==> config.mk <==
export PLATFORM = sky130hd
export DESIGN_NAME = multi_mode_event_timer_top
export DESIGN_NICKNAME = d
export VERILOG_FILES = /design/src/rtl/core/mmet_pkg.sv /design/src/rtl/core/multi_mode_event_timer_top.sv
export VERILOG_INCLUDE_DIRS = /design/src /design/src/rtl/core
export SDC_FILE = /design/constraint.sdc
export NUM_CORES = 1
export LEC_CHECK = 0
export ABC_AREA = 0
export BUFFER_PORTS_ARGS = -buffer_cell sky130_fd_sc_hd__buf_2
export CAP_MARGIN = 40
export CORE_AREA = 2 2 192 194
export DETAILED_ROUTE_END_ITERATION = 7
export DIE_AREA = 0 0 194 196
export PLACE_DENSITY = 0.83
export SLEW_MARGIN = 0
export SYNTH_ARGS = -nofsm -noshare
export SYNTH_HDL_FRONTEND = slang
export SYNTH_SLANG_ARGS = --single-unit
==> constraint.sdc <==
create_clock -name i_clk -period 13.85 [get_ports i_clk]
set_clock_uncertainty 0.2 [all_clocks]
set_input_delay 1.385 -clock i_clk [delete_from_list [all_inputs] [get_ports i_clk]]
set_output_delay 1.385 -clock i_clk [all_outputs]
set_load 0.02 [all_outputs]
==> src/rtl/core/assert_macros.svh <==
// Concurrent assertion helpers, clocked on i_clk and held off during reset.
`ifndef ASSERT_MACROS_SVH
`define ASSERT_MACROS_SVH

`define ASSERT_CLK(label, prop, msg) \
    label: assert property (@(posedge i_clk) disable iff (!i_rst_n) prop) else $error(msg);

`define ASSERT_IMPL(label, ante, cons, msg) \
    `ASSERT_CLK(label, (ante) |-> (cons), msg)

`endif

==> src/rtl/core/mmet_pkg.sv <==
`timescale 1ns / 1ps

package mmet_pkg;

    localparam int TIME_WIDTH_DEF = 32;
    localparam int DELTA_W        = 24;
    localparam int PERIOD_W       = 31;
    localparam int MODE_W         = 3;
    localparam int OUT_W          = 32;
    localparam int FRAC_BITS      = 16;
    localparam int FRAC_W         = 17;
    localparam int IN_TDATA_W     = 32;
    localparam int OUT_FIELDS_W   = 116;
    localparam int OUT_TDATA_W    = 120;
    localparam int APB_AW         = 4;
    localparam int APB_DW         = 32;

    localparam logic [FRAC_W-1:0] FRAC_ONE = 17'h10000;

    localparam logic [MODE_W-1:0] MODE_ONESHOT  = 3'd0;
    localparam logic [MODE_W-1:0] MODE_DELAYED  = 3'd1;
    localparam logic [MODE_W-1:0] MODE_RECUR    = 3'd2;
    localparam logic [MODE_W-1:0] MODE_INTERVAL = 3'd3;
    localparam logic [MODE_W-1:0] MODE_COND     = 3'd4;

    localparam logic [1:0] REG_MODE   = 2'd0;
    localparam logic [1:0] REG_PERIOD = 2'd1;
    localparam logic [1:0] REG_DELAY  = 2'd2;
    localparam logic [1:0] REG_START  = 2'd3;

    typedef enum logic [1:0] {
        RUN_INACTIVE,
        RUN_PENDING,
        RUN_PAUSED,
        RUN_COMPLETED
    } t_run;

    typedef enum logic [2:0] {
        S_IDLE,
        S_ADD,
        S_FIRE,
        S_PREP,
        S_DIV,
        S_DONE
    } t_state;

endpackage

==> src/rtl/core/multi_mode_event_timer_top.sv <==
// An accepted tick runs W serial add/subtract steps, W = max(TIME_WIDTH, 24) + 1, then fire,
// setup, 16 divide steps and the output load, which waits while the result register is full.
// A tick whose progress needs no division skips the divide steps; one on a timer that is not
// pending skips the add and fire steps.
// Ticks are taken only in idle; once a result is loaded, the result register lets the next tick in.
// Reset (synchronous, active low) loads the register defaults, leaving the timer inactive.
`timescale 1ns / 1ps
`include "assert_macros.svh"

module multi_mode_event_timer_top #(
    parameter int TIME_WIDTH = mmet_pkg::TIME_WIDTH_DEF
) (
    input  logic                             i_clk,
    input  logic                             i_rst_n,
    input  logic                             i_s_axis_tvalid,
    output logic                             o_s_axis_tready,
    // delta_time[23:0], condition_met[24], zero fill
    input  logic [mmet_pkg::IN_TDATA_W-1:0]  i_s_axis_tdata,
    output logic                             o_m_axis_tvalid,
    input  logic                             i_m_axis_tready,
    // fired[0], run_state[2:1], time_left[34:3], time_spent[66:35],
    // fire_total[98:67], progress_frac[115:99], zero fill
    output logic [mmet_pkg::OUT_TDATA_W-1:0] o_m_axis_tdata,
    input  logic                             psel,
    input  logic                             penable,
    input  logic                             pwrite,
    input  logic [mmet_pkg::APB_AW-1:0]      paddr,
    input  logic [mmet_pkg::APB_DW-1:0]      pwdata,
    output logic [mmet_pkg::APB_DW-1:0]      prdata,
    output logic                             pready
);
    import mmet_pkg::*;

    localparam int TW   = TIME_WIDTH;
    localparam int W    = ((TW > DELTA_W) ? TW : DELTA_W) + 1;
    localparam int CW   = (TW > OUT_W) ? TW : OUT_W;
    localparam int CNTW = $clog2(W);
    localparam logic [TW-1:0] SMAX = {1'b0, {(TW-1){1'b1}}};
    localparam logic [TW-1:0] SMIN = {1'b1, {(TW-1){1'b0}}};
    localparam logic [TW-1:0] UMAX = '1;

    function automatic logic [TW-1:0] clamp_load(input logic [PERIOD_W-1:0] v);
        logic [CW-1:0] ve;
        ve = CW'(v);
        if (ve > CW'(SMAX)) begin
            clamp_load = SMAX;
        end else begin
            clamp_load = ve[TW-1:0];
        end
    endfunction

    t_state                r_state, n_state;
    logic [MODE_W-1:0]     r_mode;
    logic [PERIOD_W-1:0]   r_period;
    logic [PERIOD_W-1:0]   r_delay;
    logic                  r_start;
    t_run                  r_run;
    logic signed [TW-1:0]  r_rem;
    logic [TW-1:0]         r_elap;
    logic [OUT_W-1:0]      r_fcnt;
    logic [W-1:0]          r_sa, r_sb, r_sd;
    logic                  r_ca, r_cb;
    logic [CNTW-1:0]       r_cnt;
    logic                  r_cond;
    logic                  r_fire;
    logic [PERIOD_W:0]     r_dr;
    logic [FRAC_BITS-1:0]  r_q;
    logic [FRAC_W-1:0]     r_prog;
    logic                  r_ov;
    logic [OUT_TDATA_W-1:0] r_od;

    logic                  cfg_wr;
    logic [1:0]            cfg_idx;
    logic [MODE_W-1:0]     n_mode;
    logic [PERIOD_W-1:0]   n_period, n_delay;
    logic                  n_start, n_valid;
    logic [TW-1:0]         n_load;
    logic                  in_acc, out_load;

    logic                  sum_a, sum_b, car_a, car_b;
    logic [W-TW:0]         rem_top;
    logic                  elap_ovf, rem_ovf, fire_now, reload;
    logic [TW-1:0]         sat_elap, sat_rem;

    logic                  rem_le0, rem_ge_dur, prep_special;
    logic [FRAC_W-1:0]     prep_val;
    logic [PERIOD_W-1:0]   done_time;
    logic [PERIOD_W:0]     div_t, div_d;
    logic                  div_ge;
    logic [FRAC_BITS-1:0]  q_next;

    // configuration port
    assign pready  = 1'b1;
    assign cfg_wr  = psel && penable && pwrite && pready;
    assign cfg_idx = paddr[3:2];

    always_comb begin
        n_mode   = (cfg_wr && cfg_idx == REG_MODE)   ? pwdata[MODE_W-1:0]   : r_mode;
        n_period = (cfg_wr && cfg_idx == REG_PERIOD) ? pwdata[PERIOD_W-1:0] : r_period;
        n_delay  = (cfg_wr && cfg_idx == REG_DELAY)  ? pwdata[PERIOD_W-1:0] : r_delay;
        n_start  = (cfg_wr && cfg_idx == REG_START)  ? pwdata[0]            : r_start;
        n_valid  = (n_mode <= MODE_COND) && ((n_period != '0) || (n_mode == MODE_COND));
        n_load   = clamp_load((n_delay != '0) ? n_delay : n_period);
    end

    always_comb begin
        case (cfg_idx)
            REG_MODE:   prdata = APB_DW'(r_mode);
            REG_PERIOD: prdata = APB_DW'(r_period);
            REG_DELAY:  prdata = APB_DW'(r_delay);
            REG_START:  prdata = APB_DW'(r_start);
            default:    prdata = '0;
        endcase
    end

    // serial add and subtract, one bit a cycle
    always_comb begin
        sum_a = r_sa[0] ^ r_sd[0] ^ r_ca;
        car_a = (r_sa[0] & r_sd[0]) | (r_ca & (r_sa[0] ^ r_sd[0]));
        sum_b = r_sb[0] ^ ~r_sd[0] ^ r_cb;
        car_b = (r_sb[0] & ~r_sd[0]) | (r_cb & (r_sb[0] ^ ~r_sd[0]));
    end

    // saturate and decide the fire
    always_comb begin
        elap_ovf = |r_sa[W-1:TW];
        sat_elap = elap_ovf ? UMAX : r_sa[TW-1:0];
        rem_top  = r_sb[W-1:TW-1];
        rem_ovf  = !((&rem_top) || !(|rem_top));
        sat_rem  = rem_ovf ? SMIN : r_sb[TW-1:0];
        fire_now = (r_mode == MODE_COND) ? r_cond : (sat_rem[TW-1] || (sat_rem == '0));
        reload   = (r_mode == MODE_RECUR) || (r_mode == MODE_INTERVAL);
    end

    // progress: special cases and divider setup
    always_comb begin
        rem_le0    = r_rem[TW-1] || (r_rem == '0);
        rem_ge_dur = CW'($unsigned(r_rem)) >= CW'(r_period);
        done_time  = r_period - PERIOD_W'(r_rem);
        prep_special = 1'b1;
        prep_val     = '0;
        if (r_mode == MODE_COND) begin
            prep_val = '0;
        end else if ((r_period == '0) || rem_le0) begin
            prep_val = FRAC_ONE;
        end else if (rem_ge_dur) begin
            prep_val = '0;
        end else begin
            prep_special = 1'b0;
        end
        div_d  = {1'b0, r_period};
        div_t  = {r_dr[PERIOD_W-1:0], 1'b0};
        div_ge = div_t >= div_d;
        q_next = {r_q[FRAC_BITS-2:0], div_ge};
    end

    // sequencer
    assign in_acc          = i_s_axis_tvalid && o_s_axis_tready;
    assign o_s_axis_tready = (r_state == S_IDLE);

    always_ff @(posedge i_clk) begin
        if (!i_rst_n) begin
            r_state <= S_IDLE;
        end else begin
            r_state <= n_state;
        end
    end

    always_comb begin
        n_state  = r_state;
        out_load = 1'b0;
        case (r_state)
            S_IDLE: begin
                if (i_s_axis_tvalid) begin
                    n_state = (r_run == RUN_PENDING) ? S_ADD : S_PREP;
                end
            end
            S_ADD: begin
                if (r_cnt == CNTW'(W - 1)) begin
                    n_state = S_FIRE;
                end
            end
            S_FIRE: n_state = S_PREP;
            S_PREP: n_state = prep_special ? S_DONE : S_DIV;
            S_DIV: begin
                if (r_cnt == CNTW'(FRAC_BITS - 1)) begin
                    n_state = S_DONE;
                end
            end
            S_DONE: begin
                if (!r_ov || i_m_axis_tready) begin
                    out_load = 1'b1;
                    n_state  = S_IDLE;
                end
            end
            default: n_state = S_IDLE;
        endcase
    end

    // timer state and registers
    always_ff @(posedge i_clk) begin
        if (!i_rst_n) begin
            r_mode   <= MODE_ONESHOT;
            r_period <= '0;
            r_delay  <= '0;
            r_start  <= 1'b1;
            r_run    <= RUN_INACTIVE;
            r_rem    <= '0;
            r_elap   <= '0;
            r_fcnt   <= '0;
        end else if (cfg_wr) begin
            r_mode   <= n_mode;
            r_period <= n_period;
            r_delay  <= n_delay;
            r_start  <= n_start;
            r_run    <= n_valid ? (n_start ? RUN_PENDING : RUN_PAUSED) : RUN_INACTIVE;
            r_rem    <= n_valid ? n_load : '0;
            r_elap   <= '0;
            r_fcnt   <= '0;
        end else if (r_state == S_FIRE) begin
            r_elap <= sat_elap;
            r_rem  <= (fire_now && reload) ? clamp_load(r_period) : sat_rem;
            if (fire_now) begin
                if (r_fcnt != '1) begin
                    r_fcnt <= r_fcnt + 1'b1;
                end
                if ((r_mode == MODE_ONESHOT) || (r_mode == MODE_DELAYED)) begin
                    r_run <= RUN_COMPLETED;
                end
            end
        end
    end

    // serial datapath and divider
    always_ff @(posedge i_clk) begin
        case (r_state)
            S_IDLE: begin
                if (in_acc) begin
                    r_sa   <= W'(r_elap);
                    r_sb   <= W'(r_rem);
                    r_sd   <= W'(i_s_axis_tdata[DELTA_W-1:0]);
                    r_ca   <= 1'b0;
                    r_cb   <= 1'b1;
                    r_cnt  <= '0;
                    r_cond <= i_s_axis_tdata[DELTA_W];
                    r_fire <= 1'b0;
                end
            end
            S_ADD: begin
                r_sa  <= {sum_a, r_sa[W-1:1]};
                r_sb  <= {sum_b, r_sb[W-1:1]};
                r_sd  <= {1'b0, r_sd[W-1:1]};
                r_ca  <= car_a;
                r_cb  <= car_b;
                r_cnt <= r_cnt + 1'b1;
            end
            S_FIRE: r_fire <= fire_now;
            S_PREP: begin
                r_prog <= prep_val;
                r_dr   <= {1'b0, done_time};
                r_q    <= '0;
                r_cnt  <= '0;
            end
            S_DIV: begin
                r_dr   <= div_ge ? (div_t - div_d) : div_t;
                r_q    <= q_next;
                r_prog <= {1'b0, q_next};
                r_cnt  <= r_cnt + 1'b1;
            end
            default: begin
            end
        endcase
    end

    // result register
    always_ff @(posedge i_clk) begin
        if (!i_rst_n) begin
            r_ov <= 1'b0;
        end else if (out_load) begin
            r_ov <= 1'b1;
        end else if (i_m_axis_tready) begin
            r_ov <= 1'b0;
        end
    end

    always_ff @(posedge i_clk) begin
        if (out_load) begin
            r_od <= {{(OUT_TDATA_W - OUT_FIELDS_W){1'b0}}, r_prog, r_fcnt,
                     OUT_W'(r_elap), OUT_W'(r_rem), r_run, r_fire};
        end
    end

    assign o_m_axis_tvalid = r_ov;
    assign o_m_axis_tdata  = r_od;

    `ASSERT_CLK(a_skip_add, (in_acc && r_run != RUN_PENDING) |=> (r_state == S_PREP), "idle add")
    `ASSERT_IMPL(a_fire_counted, r_ov && r_od[0], r_od[98:67] != '0, "fire with zero count")
    `ASSERT_IMPL(a_progress_range, r_ov, r_od[115:99] <= FRAC_ONE, "progress above one")
    `ASSERT_IMPL(a_div_remainder, r_state == S_DIV, r_dr < div_d, "remainder above duration")

endmodule
==> key figures <==
Outcome
  – Status: finished, violations left
  – Failing checks: DRC

Logic synthesis
  – Flops & latches, synth: 432
  – Syn Inst Count: 2,264
  – Register area share after synthesis: 51.15%
  – Synthesized cell area: 22,070 um2
  – Count leader, synth: nand2_1
  – Synth top area cells: edfxtp_1, dfxtp_1, nand2_1
  – Leading area contributor after synthesis: edfxtp_1
  – Syn avg cell area: 9.750 um2
  – Async S/R FF share, synth: 0%
  – Post-synth EDFFs: 264
  – Post-synth top flop: edfxtp_1
  – Share of the synthesized area in the top cell type: 35.91%
  – Yosys warns: 0
  – Yosys cell types: 74
  – Most frequent cells after synthesis: nand2_1, edfxtp_1, dfxtp_1

Drt
  – Final wirelength: 61,380 um
  – Initial DRC Count: 2,406
  – Vias: 18,680
  – DRC: 20
  – Post-route antenna net violation count: 0
  – WL/cell: 21.02 um
  – Drt via density: 6.398
  – Pre-Repair DR Iteration Count: 8

Die
  – Row Count: 70
  – Initial Utilization: 61.17%
  – Die Y-Extent: 196 um
  – Die area: 38,020 um2
  – DIE WIDTH: 194 um
  – Core area: 36,080 um2
  – # IOs: 230

Setup path
  – CP max stage delay: 0.36 ns
  – Cell breakdown of the critical path: buf_2, nor2b_2, buf_4, a22o_1, buf_2
  – Arr. time, crit path: 2.64 ns
  – Critical Path Source Type: primary input
  – R2R Path End: r_dr[29]
  – R2r setup slk: 9.95 ns
  – Crit path max fanout: 30
  – Crit. End Element: primary output
  – Crit Path Category: primary input to primary output
  – R2r worst-path depth: 11
  – Top cell by count, worst path: buf_2
  – CP required: 12.27 ns
  – Worst path slowest cell: buf_4
  – Crit path capture: prdata[17]
  – Critical Path Start: paddr[3]
  – RR Startpoint: r_period[13]

Clock tree
  – # resized after CTS: 0
  – Root Driver: clkbuf_16
  – Clk slew on worst S/H paths: 0.06 ns
  – CTS tree: done
  – Total CTS buffers: 43
  – Hold Buf Count CTS: 0
  – H-tree Lvls: 2
  – # Post-CTS Setup Buffers: 0
  – Clk sink count: 432
  – CTS max path bufs: 3
  – Clk_lat worst skew: 0.58 ns

Power and ir drop
  – Leak: 9.964 nW
  – Max VDD drop: 132.0 uV
  – Total power: 0.004980 W
  – Pwr dens: 199.4 nW/um2

Timing
  – Total negative slack: 0 ns
  – Max-slew headroom: 38.91%
  – Setup ws final: 9.621 ns
  – Tcrit/Tclk final: 30.53%
  – Max Fclk: 236.5 MHz
  – RSZ-0062 raised after global routing: false
  – Final hold viol count: 0
  – # setup viols final: 0
  – Final hold slack: 0.2237 ns
  – Max-slew violation count: 0
  – Final min period: 4.229 ns
  – Slew @ Worst Pin: 0.9163 ns

Global routing
  – Gr ovfl total: 0
  – Global-route wire length before repair: 94,840 um
  – Total GRT Usage: 31.10%
  – Largest net degree at the start of global routing: 72
  – Initial antenna violation count: 5
  – Vias in the first global route: 17,590

Layout
  – Area Growth Syn to Fin: 13.11%
  – Layout cell share with drive strength beyond 1: 14.01%
  – # nets final: 2,588

Place
  – Gp weighted congestion: 0.9517
  – Port buffer count: 213
  – Hpwl dp: 41,900 um
  – Pre-CTS worst setup slack: 9.677 ns

Run
  – Max-Cap Viols: 0

Worst hold path
  – Hold WC Path Type: flip-flop to flip-flop
## area by class of cell
class                           count  area, um2
Antenna cell                        4      10.01
Clock buffer                       60       1231
Clock inverter                     20      195.2
Fill cell                        2656      11120
Inverter                           93      349.1
Multi-Input combinational cell   1599       9940
Sequential cell                   432      11290
Tap cell                          468      585.6
Timing Repair Buffer              244       1366
## flip-flops by register name, indices dropped and copies added (netlist names), 6 cells and up
register,cells
r_sb,33
r_cnt,6
r_delay,31
r_period,31
r_elap,32
r_sa,33
r_q,14
r_rem,32
r_fcnt,32
o_m_axis_tdata,116
r_sd,24
r_dr,31
## cells by family after synthesis
group	Yosys count	synth area share, %
and+or+nand+nor	869	18.15
AOI/OAI and AO/OA	545	17.44
DFF	432	51.15
buffers and inverters	237	4.178
adders and majority gates	100	5.804
xor gates and xnor gates	70	2.777
muxes	9	0.4648
other	2	0.03402
## worst max-delay path: cells and delay by family
kind / cells / cell delay (ns)
AO/OA/AOI/OAI: 1 / 0.31
buffers and inverters: 3 / 0.75
AND/OR/NAND/NOR: 1 / 0.17
## layout by cell type, fill, tap and decap left out, drive strengths merged, types with 7 or more instances in the layout
cell type	count
o211ai	16
edfxtp	264
and3	35
a21boi	64
o211a	29
a222oi	31
ha	96
and2	20
xnor2	36
nor4	36
a22o	28
mux2i	8
a21oi	87
nor2b	14
o221ai	10
o21a	8
o22ai	24
nand2b	8
clkinv	9
nor3	92
xor2	34
nand3	32
o21bai	9
a211oi	35
and4	7
dfxtp	168
clkbuf	60
a21o	45
nand2	424
or3	12
o21ai	100
nand4	23
o31ai	8
nor2	119
nor3b	32
inv	99
a31oi	15
buf	244
## how the worst min path moves through the flow
stage / from / end / slack (ns) / cells past startpoint
2_1_floorplan: r_fire / o_m_axis_tdata[0] / 0.20 / 0
3_3_place_gp: r_prog[15] / o_m_axis_tdata[114] / 0.20 / 0
3_5_place_dp: r_prog[15] / o_m_axis_tdata[114] / 0.21 / 0
4_1_cts: r_prog[15] / o_m_axis_tdata[114] / 0.22 / 0
5_1_grt: r_fire / o_m_axis_tdata[0] / 0.23 / 0
6_report: r_prog[15] / o_m_axis_tdata[114] / 0.22 / 0
## where the power goes
| group | total, W | switching [W] | internal (W) |
|---|---|---|---|
| clock network | 0.00118 | 0.000515 | 0.000668 |
| logic | 0.00173 | 0.00108 | 0.000650 |
| registers | 0.00206 | 0.000248 | 0.00182 |
## metrics by stage
step	util, %	area [um2]	cells
2_1_floorplan	-	22090	2268
3_3_place_gp	64.90	23420	2830
3_5_place_dp	65.21	23530	2836
4_1_cts	69.16	24960	2916
5_1_grt	69.19	24970	2920
6_report	69.19	24970	2920
## per-layer routing
metal | part of all wire, % | routed length (um) | global-route usage [%]
met1 | 39 | 24240 | 41.13
met2 | 47 | 28820 | 50.53
met3 | 9.6 | 5887 | 5.329
met4 | 3.9 | 2418 | 14.00
met5 | 0.026 | 16 | 0
(Power assumes the default switching activity.)
